$ cat src/rtl/dvft_pkg.sv
`timescale 1ns / 1ps

package dvft_pkg;

  localparam int TABLE_ENTRIES = 64;
  localparam int COUNT_BITS    = 16;
  localparam int VALUE_BITS    = 32;

  // list element travelling down the chain
  typedef struct packed {
    logic                  valid;
    logic                  done;   // already counted or placed by an earlier cell
    logic [VALUE_BITS-1:0] value;
  } tok_t;

  // contents of one table entry
  typedef struct packed {
    logic                  valid;
    logic [VALUE_BITS-1:0] value;
    logic [COUNT_BITS-1:0] count;
  } ent_t;

endpackage

$ cat src/rtl/dvft_cell.sv
`timescale 1ns / 1ps

module dvft_cell (
  input  logic           clk,
  input  logic           rst_n,
  input  dvft_pkg::tok_t tok_in,
  output dvft_pkg::tok_t tok_out,
  input  logic           shift_en,
  input  dvft_pkg::ent_t ent_in,
  output dvft_pkg::ent_t ent_out
);
  import dvft_pkg::*;

  tok_t tok_r;
  ent_t ent_r;
  logic live;
  logic hit;
  logic claim;
  logic cnt_max;

  assign live    = tok_in.valid && !tok_in.done;
  assign hit     = live && ent_r.valid && (ent_r.value == tok_in.value);
  assign claim   = live && !ent_r.valid;
  assign cnt_max = (ent_r.count == {COUNT_BITS{1'b1}});

  always_ff @(posedge clk) begin
    // control bits
    if (!rst_n) begin
      tok_r.valid <= 1'b0;
      ent_r.valid <= 1'b0;
    end else begin
      tok_r.valid <= tok_in.valid;
      if (shift_en) begin
        ent_r.valid <= ent_in.valid;
      end else if (claim) begin
        ent_r.valid <= 1'b1;
      end
    end
    // payload
    tok_r.done  <= tok_in.done | hit | claim;
    tok_r.value <= tok_in.value;
    if (shift_en) begin
      ent_r.value <= ent_in.value;
      ent_r.count <= ent_in.count;
    end else if (claim) begin
      ent_r.value <= tok_in.value;
      ent_r.count <= COUNT_BITS'(1);
    end else if (hit && !cnt_max) begin
      ent_r.count <= ent_r.count + COUNT_BITS'(1);
    end
  end

  assign tok_out = tok_r;
  assign ent_out = ent_r;

endmodule

$ cat config.mk
export PLATFORM = sky130hd
export DESIGN_NAME = dvft_cell
export DESIGN_NICKNAME = d
export VERILOG_FILES = /design/src/rtl/dvft_pkg.sv /design/src/rtl/dvft_cell.sv
export SDC_FILE = /design/constraint.sdc
export NUM_CORES = 1
export LEC_CHECK = 0
export CAP_MARGIN = 20
export CORE_AREA = 2 2 82 84
export CTS_BUF_LIST = sky130_fd_sc_hd__clkbuf_4
export CTS_CLUSTER_SIZE = 14
export DETAILED_ROUTE_END_ITERATION = 8
export DIE_AREA = 0 0 84 86
export DONT_BUFFER_PORTS = 1
export PLACE_DENSITY = 0.68
export SYNTH_ARGS = -nofsm -noshare
export SYNTH_HDL_FRONTEND = slang
export SYNTH_SLANG_ARGS = --single-unit
$ cat constraint.sdc
create_clock -name clk -period 4.6 [get_ports clk]
set_clock_uncertainty 0.2 [all_clocks]
set_input_delay 1.15 -clock clk [delete_from_list [all_inputs] [get_ports clk]]
set_output_delay 1.15 -clock clk [all_outputs]
set_load 0.02 [all_outputs]
==> flow_results.org <==
** Global route
- For met3 alone, demand over resource in global routing was 9.14%.
- Entering global routing, the biggest net connects 52 pins.
- After global routing the overflow that remains totals 0.
- Number of global-route vias before repair :: 1958
- Across every metal layer, demand over resource in global routing totals 18.7%.
- The first global-routing pass estimated 10100 um of wire.
- For this run, global-route usage on met1 was measured as 21.6%.
- Global routing used 30.6% of the available met2 tracks.
- Most Crowded Layer GR :: met2
- Antenna violations before repair :: 0

** Synthesis
- Gate Count Post-Synth :: 245
- Synthesis instantiated 31 different standard cells from the library.
- The Yosys step of the flow raised 0 warnings.
- Summing the sequential cell areas from Yosys gives 64.0% of the chip area.
- Counting every net in the synthesized netlist gives 332.
- Synthesis inferred 83 register bits.
- Dividing the synthesized area by the synthesized cell count gives 13.7 um^2.
- Mapped Area :: 3350 um^2

** Drt
- After detailed routing, the number of remaining DRC violations is 0.
- The detail route stage leaves a number of antenna-violating nets equal to 0.
- DR WL/cell :: 20.3 um
- Routed via count :: 1927
- After the first detailed-routing iteration, the DRC count stood at 42.
- Vias per cell :: 5.79
- The first TritonRoute pass finished after 4 iterations.
- After detailed routing, the total wire length is 6770 um.

** Die
- Row count :: 29
- The die is 86 um tall.
- Total Die Area :: 7220 um^2
- In this run the horizontal extent of the chip is 84 um.
- For this configuration, the core starts out at a cell density of 53.3%.
- Top Ports :: 169
- The core region is 6280 um^2.

** Clock network
- The tree is rooted in a sky130_fd_sc_hd__clkbuf_4.
- In this run, CTS created clock tree buffers numbering 9.
- Buffers inserted to repair hold after CTS numbered 0.
- Later-pin clock latency in the skew report :: 0.42 ns
- After clock tree synthesis, the clock-pin slew on the worst setup and hold paths is 0.12 ns.
- The number of setup buffers added after CTS is 0.
- TritonCTS built the clock tree.
- Level count of the clock H-tree :: 3
- CTS Buffer Depth :: 2
- CTS resizes :: 0
- The clock drives 83 sinks.

** Cells and area
- Number of diodes :: 0
- The net count of the finished layout is 338.
- Area added between synthesis and finish :: 7.17%
- The finished layout holds 333 standard cells, fillers aside.
- Layout cells sized above 1 :: 19.9%
- Counting the fill cells in the layout gives 537.

** Worst setup path
- Across all register-to-register paths, the minimum setup slack is 1.86 ns.
- At the worst endpoint, the arrival time is 2.84 ns.
- Element type at the critical path end :: flip-flop
- Data on the critical path is required at its endpoint by 4.52 ns.
- Along the worst path, the maximum fanout reaches 7.
- The setup path with the least slack is of type input pin to flip-flop.
- The worst setup path is launched from an input pin.

** Hold path
- The path class of the tightest hold or removal check is flip-flop to flip-flop.

** STA
- Sum of negative setup slack :: 0 ns
- Based on the critical path, the design can be clocked at up to 342 MHz.
- Max-slew violations :: 0
- Final Hold Fails :: 0
- For the pin with the worst max-slew slack, the measured transition is 0.980 ns.
- Final setup viols :: 0
- Dividing the final minimum period by the clock period gives 63.5%.
- Worst max-slew margin expressed relative to the limit :: 34.6%
- Counting I/O delays and the setup requirement, the final critical path takes 2.92 ns.
- Setup repair after global routing left no endpoint under its margin.

** Pwr
- Total leakage power :: 1.29 nW
- Worst supply voltage drop on vdd :: 257 uV
- Pwr Density :: 426 nW/um^2

** Placement
- After detailed placement, the design holds a cell count of 317.
- Final Wtd Congestion :: 0.821
- Detailed placement finished with a half-perimeter wire length of 4820 um.
- Number of port buffers :: 0

** Run status
- The run finished with clean final reports.

** Flow run
- The tool flagged a number of max-cap violations equal to 0.
sequential cells by signal, summed over array words and instances (netlist names):
signal and count:
tok_out 34, ent_out 49
cells by family (layout without fill, tap and decap cells):
kind of cell               after synthesis  in the layout  share of synthesized area, %
AOI/OAI and AO/OA                       20             20                          3.25
DFF                                     83             83                          64.0
muxes                                   32             32                          10.8
adders and majority gates                1              1                         0.374
buffers and inverters                   10             21                          1.12
xor gates and xnor gates                46             46                          12.0
and+or+nand+nor                         53             53                          8.48
critical path, stage by stage:
cell and delay (ns):
sky130_fd_sc_hd__xor2_1 0.14, sky130_fd_sc_hd__nor4_1 0.43, sky130_fd_sc_hd__nand4_1 0.18, sky130_fd_sc_hd__or4_1 0.57, sky130_fd_sc_hd__o21ai_1 0.18, sky130_fd_sc_hd__buf_4 0.20
cells in the mapped netlist:
cell / number / area [um^2]
sky130_fd_sc_hd__edfxtp_1: 48 / 1440
sky130_fd_sc_hd__xor2_1: 36 / 315
sky130_fd_sc_hd__dfxtp_1: 35 / 701
sky130_fd_sc_hd__mux2_2: 32 / 360
sky130_fd_sc_hd__nand2_1: 21 / 78.8
sky130_fd_sc_hd__o21ai_1: 13 / 65.1
sky130_fd_sc_hd__xnor2_1: 10 / 87.6
sky130_fd_sc_hd__clkbuf_1: 6 / 22.5
sky130_fd_sc_hd__nand3_1: 6 / 30.0
sky130_fd_sc_hd__nor4_1: 6 / 37.5
sky130_fd_sc_hd__nand4_1: 5 / 31.3
sky130_fd_sc_hd__a21oi_1: 3 / 15.0
sky130_fd_sc_hd__and3_1: 2 / 12.5
sky130_fd_sc_hd__and4_1: 2 / 17.5
sky130_fd_sc_hd__inv_1: 2 / 7.51
sky130_fd_sc_hd__nor2_1: 2 / 7.51
sky130_fd_sc_hd__o21ai_0: 2 / 10.0
sky130_fd_sc_hd__a22o_1: 1 / 8.76
sky130_fd_sc_hd__and2_1: 1 / 6.26
sky130_fd_sc_hd__and2b_1: 1 / 7.51
sky130_fd_sc_hd__buf_1: 1 / 3.75
sky130_fd_sc_hd__ha_1: 1 / 12.5
sky130_fd_sc_hd__inv_2: 1 / 3.75
sky130_fd_sc_hd__nand2b_1: 1 / 6.26
sky130_fd_sc_hd__nand3_2: 1 / 10.0
sky130_fd_sc_hd__nor2b_1: 1 / 6.26
sky130_fd_sc_hd__nor3_1: 1 / 5.00
sky130_fd_sc_hd__nor3b_1: 1 / 7.51
sky130_fd_sc_hd__nor4_2: 1 / 12.5
sky130_fd_sc_hd__o311a_1: 1 / 10.0
sky130_fd_sc_hd__or4_1: 1 / 7.51
worst paths after layout:
kind | startpoint | endpoint | depth (start not counted)
worst max-delay path | tok_in[25] | ent_out[13] | 6
worst max register to register | ent_out[41] | ent_out[13] | 6
worst min-delay path | ent_out[48] | tok_out[32] | 3
worst min register to register | ent_out[48] | tok_out[32] | 3
through the flow:
stage | setup WS, ns | hold WS (ns) | area [um^2] | util (%) | power [W]
floorplan | 1.02 | 0.392 | 3350 | - | 0.00107
global placement | 1.27 | 0.452 | 3430 | 54.7 | 0.00109
detailed placement | 1.25 | 0.455 | 3430 | 54.7 | 0.00110
CTS | 1.71 | 0.501 | 3590 | 57.2 | 0.00155
global route | 1.59 | 0.490 | 3590 | 57.2 | 0.00159
finish | 1.68 | 0.489 | 3590 | 57.2 | 0.00153
power breakdown:
part | internal, W | leakage [nW] | switching, W
Combinational | 0.0000573 | 0.433 | 0.0000485
Clock | 0.000222 | 0.0815 | 0.000230
Sequential | 0.000854 | 0.776 | 0.000116
per-layer routing:
| layer | up-vias | part of all wire (%) |
|---|---|---|
| met5 | - | 0 |
| met4 | 0 | 0.90 |
| met3 | 6 | 10 |
| met2 | 108 | 50 |
| met1 | 919 | 38 |
| li1 | 894 | - |
final cells by class:
type,count,area (um^2),area share [%]
Clock buffer,10,75.1,2.09
Clock inverter,6,80.1,2.23
Sequential cell,83,2140,59.7
Multi-Input combinational cell,152,1170,32.6
Timing Repair Buffer,2,15.0,0.418
Tap cell,77,96.3,2.68
Inverter,3,11.3,0.314
placed cells by master (no fill, tap or decap), drive strengths merged, types with 2 or more instances in the layout:
master	n
xnor2	10
nand2	21
bufinv	2
xor2	36
a21oi	3
nor4	7
buf	2
o21ai	15
nand4	5
inv	3
nor2	2
clkbuf	10
clkinv	3
mux2	32
and4	2
dfxtp	35
edfxtp	48
and3	2
nand3	7
Note: power is estimated with default switching activity, not from simulation.
